**src/nvrs_pkg.sv**
```systemverilog
// shared types and constants of the n-gram varint record splitter
package nvrs_pkg;

   localparam int unsigned MAX_TOKENS = 15;

   localparam int unsigned BYTE_W = 8;
   localparam int unsigned TOKEN_W = 4;
   localparam int unsigned FREQ_W = 15;
   localparam int unsigned SIZE_W = 31;
   localparam int unsigned FILE_W = 15;
   localparam int unsigned LEN_W = 8;
   localparam int unsigned ACC_W = 32;
   localparam int unsigned KIND_W = 3;
   localparam int unsigned CSR_IDX_W = 2;
   localparam int unsigned CSR_DATA_W = 31;

   localparam logic [TOKEN_W-1:0] TOKENS_MAX = TOKEN_W'(MAX_TOKENS);
   localparam logic [FILE_W-1:0] LAST_FILE = 15'h7FFF;
   localparam logic [LEN_W-1:0] LEN_MAX = 8'hFF;
   localparam logic [ACC_W-1:0] ACC_SAT = 32'hFFFF_FFFF;
   localparam logic [ACC_W-1:0] ACC_SHIFT_LIMIT = ACC_SAT >> 7;

   localparam logic [TOKEN_W-1:0] TOKENS_RESET = 4'd5;
   localparam logic [SIZE_W-1:0] VOCAB_RESET = 31'h7FFF_FFFF;
   localparam logic [FREQ_W-1:0] MAX_FREQ_RESET = 15'h7FFF;
   localparam logic [SIZE_W-1:0] FILE_LIMIT_RESET = 31'h7FFF_FFFF;

   typedef enum logic [CSR_IDX_W-1:0] {
      CSR_TOKENS_PER_NGRAM = 2'd0,
      CSR_VOCAB_SIZE       = 2'd1,
      CSR_MAX_FREQ         = 2'd2,
      CSR_FILE_LIMIT       = 2'd3
   } csr_index_type;

   typedef enum logic [KIND_W-1:0] {
      KIND_RECORD          = 3'd0,
      KIND_INDEX           = 3'd1,
      KIND_FREQ_RANGE      = 3'd2,
      KIND_UNKNOWN_TOKEN   = 3'd3,
      KIND_TRUNCATED       = 3'd4,
      KIND_FILES_EXHAUSTED = 3'd5
   } kind_type;

   typedef enum logic [2:0] {
      PHASE_FREQ   = 3'b001,
      PHASE_TOKENS = 3'b010,
      PHASE_HALT   = 3'b100
   } phase_type;

   typedef struct packed {
      logic [TOKEN_W-1:0] tokens_per_ngram;
      logic [SIZE_W-1:0]  vocab_size;
      logic [FREQ_W-1:0]  max_freq;
      logic [SIZE_W-1:0]  file_limit;
   } cfg_type;

   typedef struct packed {
      logic              done;
      logic              fail;
      kind_type          fail_kind;
      logic [LEN_W-1:0]  len;
      logic [FREQ_W-1:0] freq;
   } parse_event_type;

   typedef struct packed {
      kind_type          kind;
      logic              new_file;
      logic [FILE_W-1:0] file_number;
      logic [SIZE_W-1:0] byte_offset;
      logic [LEN_W-1:0]  record_length;
      logic [FREQ_W-1:0] frequency;
   } rsp_type;

endpackage

```
**src/nvrs_parser.sv**
```systemverilog
// varint decoder and record framing with range and vocabulary checks
module nvrs_parser (
   input  logic                             clock,
   input  logic                             reset,
   input  logic                             step,
   input  logic [nvrs_pkg::BYTE_W-1:0]      data_byte,
   input  logic                             stream_end,
   input  nvrs_pkg::cfg_type                cfg,
   input  logic                             exhaust,
   output nvrs_pkg::parse_event_type        event_out
);
   import nvrs_pkg::*;

   phase_type            phase_ff, phase_in;
   logic [ACC_W-1:0]     acc_ff, acc_in;
   logic [TOKEN_W-1:0]   tokens_ff, tokens_in;
   logic [LEN_W-1:0]     bytes_ff, bytes_in;
   logic [FREQ_W-1:0]    held_ff, held_in;

   logic [LEN_W-1:0]     bytes_inc;
   logic [ACC_W-1:0]     freq_acc;
   logic [ACC_W-1:0]     tok_acc;
   logic [TOKEN_W-1:0]   need;
   logic [TOKEN_W-1:0]   tokens_inc;
   logic                 more;
   parse_event_type      ev;

   assign bytes_inc = (bytes_ff == LEN_MAX) ? bytes_ff : bytes_ff + LEN_W'(1);
   assign freq_acc = {acc_ff[ACC_W-8:0], data_byte[6:0]};
   assign tok_acc = (acc_ff > ACC_SHIFT_LIMIT) ? ACC_SAT : {acc_ff[ACC_W-8:0], data_byte[6:0]};
   assign more = data_byte[7];
   assign tokens_inc = tokens_ff + TOKEN_W'(1);

   always_comb begin
      priority if (cfg.tokens_per_ngram == '0) begin
         need = TOKEN_W'(1);
      end else if (cfg.tokens_per_ngram > TOKENS_MAX) begin
         need = TOKENS_MAX;
      end else begin
         need = cfg.tokens_per_ngram;
      end
   end

   always_comb begin
      phase_in = phase_ff;
      acc_in = acc_ff;
      tokens_in = tokens_ff;
      bytes_in = bytes_ff;
      held_in = held_ff;
      ev = '{done: 1'b0, fail: 1'b0, fail_kind: KIND_RECORD, len: bytes_inc, freq: held_ff};
      unique case (phase_ff)
         PHASE_FREQ: begin
            priority if (stream_end) begin
               if (bytes_ff != '0) begin
                  ev.fail = 1'b1;
                  ev.fail_kind = KIND_TRUNCATED;
                  ev.len = bytes_ff;
               end
            end else if (freq_acc > ACC_W'(cfg.max_freq)) begin
               ev.fail = 1'b1;
               ev.fail_kind = KIND_FREQ_RANGE;
               ev.freq = '0;
            end else if (more) begin
               acc_in = freq_acc;
               bytes_in = bytes_inc;
            end else if (freq_acc == '0) begin
               ev.done = 1'b1;
               ev.freq = '0;
            end else begin
               held_in = freq_acc[FREQ_W-1:0];
               acc_in = '0;
               tokens_in = '0;
               bytes_in = bytes_inc;
               phase_in = PHASE_TOKENS;
            end
         end
         PHASE_TOKENS: begin
            priority if (stream_end) begin
               ev.fail = 1'b1;
               ev.fail_kind = KIND_TRUNCATED;
               ev.len = bytes_ff;
            end else if (more) begin
               acc_in = tok_acc;
               bytes_in = bytes_inc;
            end else if (tok_acc >= ACC_W'(cfg.vocab_size)) begin
               ev.fail = 1'b1;
               ev.fail_kind = KIND_UNKNOWN_TOKEN;
            end else if (tokens_inc >= need) begin
               ev.done = 1'b1;
            end else begin
               acc_in = '0;
               tokens_in = tokens_inc;
               bytes_in = bytes_inc;
            end
         end
         PHASE_HALT: begin
         end
         default: begin
            phase_in = PHASE_HALT;
         end
      endcase
      // record finished: start the next one
      if (ev.done) begin
         phase_in = PHASE_FREQ;
         acc_in = '0;
         tokens_in = '0;
         bytes_in = '0;
         held_in = '0;
      end
      if (ev.fail || (ev.done && exhaust)) begin
         phase_in = PHASE_HALT;
      end
   end

   assign event_out = ev;

   always_ff @(posedge clock) begin
      if (reset) begin
         phase_ff <= PHASE_FREQ;
         acc_ff <= '0;
         tokens_ff <= '0;
         bytes_ff <= '0;
         held_ff <= '0;
      end else if (step) begin
         phase_ff <= phase_in;
         acc_ff <= acc_in;
         tokens_ff <= tokens_in;
         bytes_ff <= bytes_in;
         held_ff <= held_in;
      end
   end

endmodule

```
**src/nvrs_placer.sv**
```systemverilog
// output file placement and result formation
module nvrs_placer (
   input  logic                              clock,
   input  logic                              reset,
   input  logic                              step,
   input  nvrs_pkg::parse_event_type         event_in,
   input  logic [nvrs_pkg::SIZE_W-1:0]       file_limit,
   output logic                              result_valid,
   output nvrs_pkg::rsp_type                 result,
   output logic                              exhaust
);
   import nvrs_pkg::*;

   logic [SIZE_W-1:0] size_ff, size_in;
   logic [FILE_W-1:0] file_ff, file_in;
   logic              open_ff, open_in;

   logic [SIZE_W:0]   sum;
   logic              need_new;
   logic [SIZE_W-1:0] base;
   logic [SIZE_W-1:0] size_len;
   logic [SIZE_W-1:0] size_one;

   assign sum = {1'b0, size_ff} + (SIZE_W + 1)'(event_in.len);
   assign need_new = !open_ff || (sum > {1'b0, file_limit});
   assign exhaust = event_in.done && need_new && open_ff && (file_ff == LAST_FILE);
   assign base = need_new ? '0 : size_ff;
   assign size_len = base + SIZE_W'(event_in.len);
   assign size_one = base + SIZE_W'(1);

   always_comb begin
      size_in = size_ff;
      file_in = file_ff;
      open_in = open_ff;
      result_valid = event_in.done || event_in.fail;
      result = '{kind: event_in.fail_kind, new_file: 1'b0, file_number: file_ff,
                 byte_offset: size_ff, record_length: event_in.len,
                 frequency: event_in.freq};
      priority if (event_in.fail) begin
      end else if (exhaust) begin
         result.kind = KIND_FILES_EXHAUSTED;
      end else if (event_in.done) begin
         if (need_new) begin
            file_in = open_ff ? file_ff + FILE_W'(1) : '0;
            open_in = 1'b1;
         end
         result.new_file = need_new;
         result.file_number = file_in;
         if (event_in.freq == '0) begin
            result.kind = KIND_INDEX;
            result.byte_offset = size_one;
            size_in = size_one;
         end else begin
            result.kind = KIND_RECORD;
            result.byte_offset = base;
            size_in = size_len;
         end
      end
   end

   always_ff @(posedge clock) begin
      if (reset) begin
         size_ff <= '0;
         file_ff <= '0;
         open_ff <= 1'b0;
      end else if (step) begin
         size_ff <= size_in;
         file_ff <= file_in;
         open_ff <= open_in;
      end
   end

endmodule

```
**src/ngram_varint_record_splitter.sv**
```systemverilog
// top level: request register, parser, placer, result register and csr file
// Takes one stream byte per request and sustains one request per clock while
// no result waits on rsp_ready. A request is held in the input register; as
// it advances, the parser and placer update their state and any result is
// loaded into the result register. The cycle is set by the per-byte update:
// the 32-bit varint shift-add with its vocabulary compare, and the file size
// add-compare of the placer. A new request is taken while an earlier result
// still waits on rsp_ready. After any error the block reports it once and
// ignores all requests until reset. The user must write configuration through
// csr_we/csr_index/csr_wdata only while idle; the block does not enforce it.
module ngram_varint_record_splitter (
   input  logic                                clock,
   input  logic                                reset,
   input  logic                                csr_we,
   input  logic [nvrs_pkg::CSR_IDX_W-1:0]      csr_index,
   input  logic [nvrs_pkg::CSR_DATA_W-1:0]     csr_wdata,
   input  logic                                req_valid,
   output logic                                req_ready,
   input  logic [nvrs_pkg::BYTE_W-1:0]         req_data_byte,
   input  logic                                req_stream_end,
   output logic                                rsp_valid,
   input  logic                                rsp_ready,
   output logic [nvrs_pkg::KIND_W-1:0]         rsp_kind,
   output logic                                rsp_new_file,
   output logic [nvrs_pkg::FILE_W-1:0]         rsp_file_number,
   output logic [nvrs_pkg::SIZE_W-1:0]         rsp_byte_offset,
   output logic [nvrs_pkg::LEN_W-1:0]          rsp_record_length,
   output logic [nvrs_pkg::FREQ_W-1:0]         rsp_frequency
);
   import nvrs_pkg::*;

   cfg_type             cfg_ff;
   logic                in_valid_ff, in_valid_in;
   logic [BYTE_W-1:0]   byte_ff;
   logic                end_ff;
   logic                rsp_valid_ff, rsp_valid_in;
   rsp_type             rsp_ff;

   logic                advance;
   logic                exhaust;
   parse_event_type     ev;
   logic                res_valid;
   rsp_type             res;

   assign advance = in_valid_ff && (!rsp_valid_ff || rsp_ready);
   assign req_ready = !in_valid_ff || advance;

   always_comb begin
      priority if (req_valid && req_ready) begin
         in_valid_in = 1'b1;
      end else if (advance) begin
         in_valid_in = 1'b0;
      end else begin
         in_valid_in = in_valid_ff;
      end
      priority if (advance && res_valid) begin
         rsp_valid_in = 1'b1;
      end else if (rsp_ready) begin
         rsp_valid_in = 1'b0;
      end else begin
         rsp_valid_in = rsp_valid_ff;
      end
   end

   always_ff @(posedge clock) begin
      if (reset) begin
         in_valid_ff <= 1'b0;
         rsp_valid_ff <= 1'b0;
      end else begin
         in_valid_ff <= in_valid_in;
         rsp_valid_ff <= rsp_valid_in;
      end
   end

   always_ff @(posedge clock) begin
      if (req_valid && req_ready) begin
         byte_ff <= req_data_byte;
         end_ff <= req_stream_end;
      end
      if (advance && res_valid) begin
         rsp_ff <= res;
      end
   end

   always_ff @(posedge clock) begin
      if (reset) begin
         cfg_ff.tokens_per_ngram <= TOKENS_RESET;
         cfg_ff.vocab_size <= VOCAB_RESET;
         cfg_ff.max_freq <= MAX_FREQ_RESET;
         cfg_ff.file_limit <= FILE_LIMIT_RESET;
      end else if (csr_we) begin
         unique case (csr_index_type'(csr_index))
            CSR_TOKENS_PER_NGRAM: cfg_ff.tokens_per_ngram <= csr_wdata[TOKEN_W-1:0];
            CSR_VOCAB_SIZE:       cfg_ff.vocab_size <= csr_wdata[SIZE_W-1:0];
            CSR_MAX_FREQ:         cfg_ff.max_freq <= csr_wdata[FREQ_W-1:0];
            CSR_FILE_LIMIT:       cfg_ff.file_limit <= csr_wdata[SIZE_W-1:0];
            default: begin
            end
         endcase
      end
   end

   nvrs_parser u_parser (
      .clock      (clock),
      .reset      (reset),
      .step       (advance),
      .data_byte  (byte_ff),
      .stream_end (end_ff),
      .cfg        (cfg_ff),
      .exhaust    (exhaust),
      .event_out  (ev)
   );

   nvrs_placer u_placer (
      .clock         (clock),
      .reset         (reset),
      .step          (advance),
      .event_in      (ev),
      .file_limit    (cfg_ff.file_limit),
      .result_valid  (res_valid),
      .result        (res),
      .exhaust       (exhaust)
   );

   assign rsp_valid = rsp_valid_ff;
   assign rsp_kind = rsp_ff.kind;
   assign rsp_new_file = rsp_ff.new_file;
   assign rsp_file_number = rsp_ff.file_number;
   assign rsp_byte_offset = rsp_ff.byte_offset;
   assign rsp_record_length = rsp_ff.record_length;
   assign rsp_frequency = rsp_ff.frequency;

endmodule
```
**config.mk**
```make
export PLATFORM = sky130hd
export DESIGN_NAME = ngram_varint_record_splitter
export DESIGN_NICKNAME = d
export VERILOG_FILES = /design/src/nvrs_pkg.sv /design/src/nvrs_parser.sv /design/src/nvrs_placer.sv /design/src/ngram_varint_record_splitter.sv
export SDC_FILE = /design/constraint.sdc
export NUM_CORES = 1
export LEC_CHECK = 0
export ABC_AREA = 1
export BUFFER_PORTS_ARGS = -buffer_cell sky130_fd_sc_hd__buf_2
export CAP_MARGIN = 20
export CORE_ASPECT_RATIO = 1.25
export CORE_UTILIZATION = 45
export DETAILED_ROUTE_END_ITERATION = 12
export PLACE_DENSITY = 0.67
export SETUP_SLACK_MARGIN = 0.3
export SLEW_MARGIN = 20
export SYNTH_ARGS = -nofsm -noshare
export SYNTH_HDL_FRONTEND = slang
export SYNTH_SLANG_ARGS = --single-unit
```
**constraint.sdc**
```tcl
create_clock -name clock -period 7.5 [get_ports clock]
set_clock_uncertainty 0.2 [all_clocks]
set_input_delay 0.75 -clock clock [delete_from_list [all_inputs] [get_ports clock]]
set_output_delay 0.75 -clock clock [all_outputs]
set_load 0.02 [all_outputs]
```
# Yosys cells after proc, flatten, opt, wreduce, memory -nomap -nowiden
# Index checks and enable logic that the tools add are counted.
# word_totals
regBits	274
inputBits	47
out_inout_bits	75
elab_cells	183
# classes
addsub	6
n_lt_le_gt_ge	6
n_eq_ne	28
muxes	82
bitwise	3
n_reduce_logical	36
# ops
cell	n
32-bit two-way mux	10
15-bit two-way mux	13
50-bit two-way mux	2
8-bit two-way mux	12
31-bit two-way mux	3
32-bit one-hot mux with 2 select lines	1
4-bit two-way mux	15
47-bit two-way mux	1
31-bit by 8-bit adder with 32-bit output	1
32-bit by 31-bit greater-or-equal comparator with 1-bit output	1
32-bit by 15-bit > comparator with 1-bit output	1
32-bit by 25-bit > comparator with 1-bit output (second input constant)	1
32-bit by 31-bit > comparator with 1-bit output	1
32-bit zero test	1
31-bit by 1-bit adder with 31-bit output (second input constant)	1
31-bit by 8-bit adder with 31-bit output	1
13-bit one-hot mux with 2 select lines	1
3-bit by 2-bit inequality test with 1-bit output (second input constant)	8
3-bit two-way mux	7
4-bit by 3-bit inequality test with 1-bit output (second input constant)	5
8-bit one-hot mux with 2 select lines	1
15-bit by 1-bit adder with 15-bit output (second input constant)	1
15-bit == test (second input constant)	1
15-bit zero test	1
other kinds (35)	71

# Depth between registers and ports, before layout
# logic_depth
word_depth	19
ltp_mapped	53
depth_no_buf	52

# Cells and area by module
# A second synthesis with hierarchy kept.
# unflattened
hier_cells	2418
area_unflattened_um2	17421.7
# by_module_without_submodules
module	instances	cells_each	area_each_um2	seq_area_each_um2
nvrs_placer	1	1144	6837.8	940.9
ngram_varint_record_splitter	1	476	5637.9	4124.0
nvrs_parser	1	798	4946.0	1241.2

# Worst setup path before layout
# OpenSTA, ideal clock, no wires.
# synth_timing
path_type	reg2reg
start	register u_parser.phase_ff[0]
end	register u_placer.size_ff[28]
arrival_ps	6144
slack_ps	1086
path_stages_with_launch	50
n_path_buf	1
synth_period_minus_slack_ps	6414
path_cell_list	dfxtp_1 nor3_2 inv_2 nand2_2 inv_2 nor2_2 nand2_2 inv_2 nand3_1 o21ai_0 ha_1 fa_1 a21o_1 a21oi_1 o21ai_0 nand3_1 nand2_1 nand2_1 [14 not listed] nor2_1 nand4_1 nand2_4 nand2_8 buf_6 nor2_2 ha_1 ha_1 inv_1 nand2_1 nand2_1 nand3_1 nand3_1 nand2_2 nand2_1 nand2_1 nand3_1 a21oi_1
# synth_rtl
element	line	text
start, declared	nvrs_parser.sv:14	phase_type phase_ff, phase_in;
start signal, assigned	nvrs_parser.sv:125	phase_ff <= phase_in;
end signal, assigned	nvrs_placer.sv:67	size_ff <= size_in;
end, declared	nvrs_placer.sv:14	logic [SIZE_W-1:0] size_ff, size_in;

==> out/qor.txt <==
Clk buf depth = 3
Post-synth top flop = dfxtp_1
Combinational Power Share = 38.0%
P_int = 3.25 mW
RSZ-0062 raised after global routing = false
Initial Util = 45.6%
Post-synth top area cell = dfxtp_1
Final setup viols = 0
Leakage power = 9.58 nW
Clock power share = 28.4%
Slew margin rel. = 34.1%
CORE AREA = 38000 µm²
DP Area = 18600 µm²
Root buffer cell = clkbuf_16
IO buf count = 121
Setup TNS = 0 ns
Mapped Area = 17300 µm²
Worst reg2reg path startpoint = u_parser.phase_ff[1]$_SDFFE_PP0P_
Seq cells post-synth = 274
Share of the synthesized area in the top cell type = 22.2%
Share of cells above drive strength 1 = 16.9%
Largest net degree at the start of global routing = 82
Number of synthesized flops with an enable pin = 82
NetSw = 2.20 mW
Total CTS buffers = 30
Slew Viols, Final = 0
Final Instance Area = 20200 µm²
Worst R2R End = rsp_byte_offset[23]$_DFFE_PP_
Num rows = 80
Slew @ Worst Pin = 0.989 ns
Unique cell type count in the Yosys netlist = 53
CP Max Fanout = 9
Crit path top cell by count = nor2_2
Top-count cell post-synth = nand2_1
# H-tree levels = 1
Worst-Skew Late Latency = 0.58 ns
Sequential power share = 33.6%
Worst setup SP type = flop
CP Class = reg2reg
Final Hold Fails = 0
Routability cong. = 0.950
Status = complete, no violations
Synth top area cells = dfxtp_1 22%, edfxtp_1 14%, nand2_1 11%, inv_1 7.6%, ha_1 7.3%
Setup crit end kind = flop
First-pass GRT wire length = 85700 µm
CTS tree = done
Util after Layout = 53.1%
Crit share post-route = 90.3%
CTS sink cnt = 274
Grt ovf = 0
Worst hold margin = 0.155 ns
Post-synth top cells = 492 x nand2_1, 352 x inv_1, 192 x dfxtp_1, 187 x a21oi_1, 173 x o21ai_0
Register-to-register setup slack = 0.73 ns
Vias = 17000
Hold Buf Count CTS = 0
Detail Route Antenna Nets = 0
# diodes = 0
IO Count = 122
Mean Syn Cell Area = 7.21 µm²
Min-Delay Path Depth = 1
Die Ht = 221 µm
Initial antenna violation count = 0
Highest Clock Rate = 148 MHz
Die area = 39300 µm²
Hold Path End = byte_ff[4]$_DFFE_PP_
Final nets = 2682
Syn nets = 2553
Horiz. Die Dim = 178 µm
Area growth from synthesis to layout = 16.5%
Crit path DAT = 6.94 ns
Clock-pin transition on the worst setup and hold timing paths = 0.06 ns
Hold Crit Start = req_data_byte[4]
DR iter-0 viols = 1077
Max Cap Viol = 0
Tot GR Track Use = 27.7%
Max stage delay on crit path = 0.32 ns
Async SR Flop Fraction = 0%
Syn Inst Count = 2404
DP HPWL = 39900 µm
WL final = 55200 µm
Vias in the first global route = 16300
Pwr dens = 270 nW/µm²
Worst r2r path cells = 41
Vias per inst = 5.57
Drc violations = 0
Worst Path Required = 7.67 ns
Warnings, synthesis = 0
HP Class = in2reg
Min Tclk post-route = 6.77 ns
CP max-delay cell = dfxtp_1
Peak VDD IR = 0.000186 V
Seq/Total Area, Yosys = 36.4%
Sw frac = 40.4%
DR pass1 iterations = 5
Avg WL per Cell = 18.1 µm
[layer usage]
layer | GRT usage, % | wire [µm]
met2 | 48.9 | 27300
met3 | 2.84 | 3150
met5 | 0 | 0
met1 | 32.7 | 21900
met4 | 14.2 | 2850
[layout make-up]
type	instances	area (µm²)
multi-input cells	1661	9570
flip-flops and latches	274	6310
inverters	369	1390
clock buffers	48	971
well taps	492	616
clock inverters	8	72.6
repair buffers	197	1250
fillers	3704	17900
[how the worst max path moves through the flow]
stage                                       from                                end  slack (ns)  cells past startpoint
4_1_cts        u_parser.phase_ff[0]$_SDFFE_PP1P_  u_placer.size_ff[23]$_SDFFE_PP0P_        0.33                     50
5_1_grt        u_parser.bytes_ff[0]$_SDFFE_PP0P_  u_placer.size_ff[12]$_SDFFE_PP0P_        0.22                     45
2_1_floorplan  u_parser.phase_ff[0]$_SDFFE_PP1P_  u_placer.size_ff[28]$_SDFFE_PP0P_        1.09                     49
3_5_place_dp   u_parser.phase_ff[0]$_SDFFE_PP1P_  u_placer.size_ff[30]$_SDFFE_PP0P_       -0.09                     42
3_3_place_gp   u_parser.phase_ff[0]$_SDFFE_PP1P_      rsp_byte_offset[29]$_DFFE_PP_        0.07                     41
6_report       u_parser.phase_ff[1]$_SDFFE_PP0P_      rsp_byte_offset[23]$_DFFE_PP_        0.73                     41
[logic make-up after synthesis]
| kind of cell | count (synthesis) | synth area share (%) |
|---|---|---|
| AND/OR/NAND/NOR | 1016 | 27.0 |
| multiplexers | 2 | 0.116 |
| AO/OA/AOI/OAI | 488 | 15.7 |
| adder cells (fa/ha/maj) | 102 | 7.41 |
| buffers and inverters | 472 | 10.8 |
| flip-flops | 274 | 36.4 |
| XOR/XNOR | 50 | 2.53 |
[power by group through the flow]
stage                     clock (mW)  sequential (mW)  combinational, mW
final                           1.55             1.83               2.07
after global routing            1.63             1.85               2.29
after CTS                       1.58             1.83               2.01
after detailed placement           0             1.86               2.00
after global placement             0             1.86               1.95
after floorplan                    0             1.93               1.31
[what timing repair did]
action	CTS	global route
endpoints found under the setup margin	67	84
gates resized for setup	10	86
setup buffers	1	17
cloned	2	1
pin swaps	3	18
[stage by stage]
stage,power (mW),instances,setup slack [ns]
6_report,5.45,3049,0.727
3_5_place_dp,3.86,2971,-0.0905
2_1_floorplan,3.24,2404,1.09
4_1_cts,5.43,3030,0.329
3_3_place_gp,3.81,2971,0.0745
5_1_grt,5.77,3049,0.225
[sequential cells by signal (all words and copies together), names as in the netlist, 3 cells and up]
register	flops
byte_ff	8
u_placer.size_ff	31
rsp_byte_offset	31
rsp_record_length	8
rsp_file_number	15
u_parser.acc_ff	32
rsp_kind	3
u_placer.file_ff	15
u_parser.phase_ff	3
u_parser.held_ff	15
rsp_frequency	15
cfg_ff	81
u_parser.bytes_ff	8
u_parser.tokens_ff	4
[critical path, delay by kind of cell (launching register included)]
kind                     cells  cell delay, ns
AO/OA/AOI/OAI                5            0.85
AND/OR/NAND/NOR             25            3.60
buffers and inverters        7            0.80
flip-flops                   1            0.32
XOR/XNOR                     1            0.07
adder cells (fa/ha/maj)      3            0.71
[cell usage in the layout, fill, tap and decap left out, types with 82 or more instances in the layout]
cell,n
nor2_1,155
buf_2,120
edfxtp_1,82
ha_1,96
inv_1,346
a21oi_1,184
nand2_1,474
dfxtp_1,189
o21ai_0,166
nand3_1,128
(Power assumes the default switching activity.)
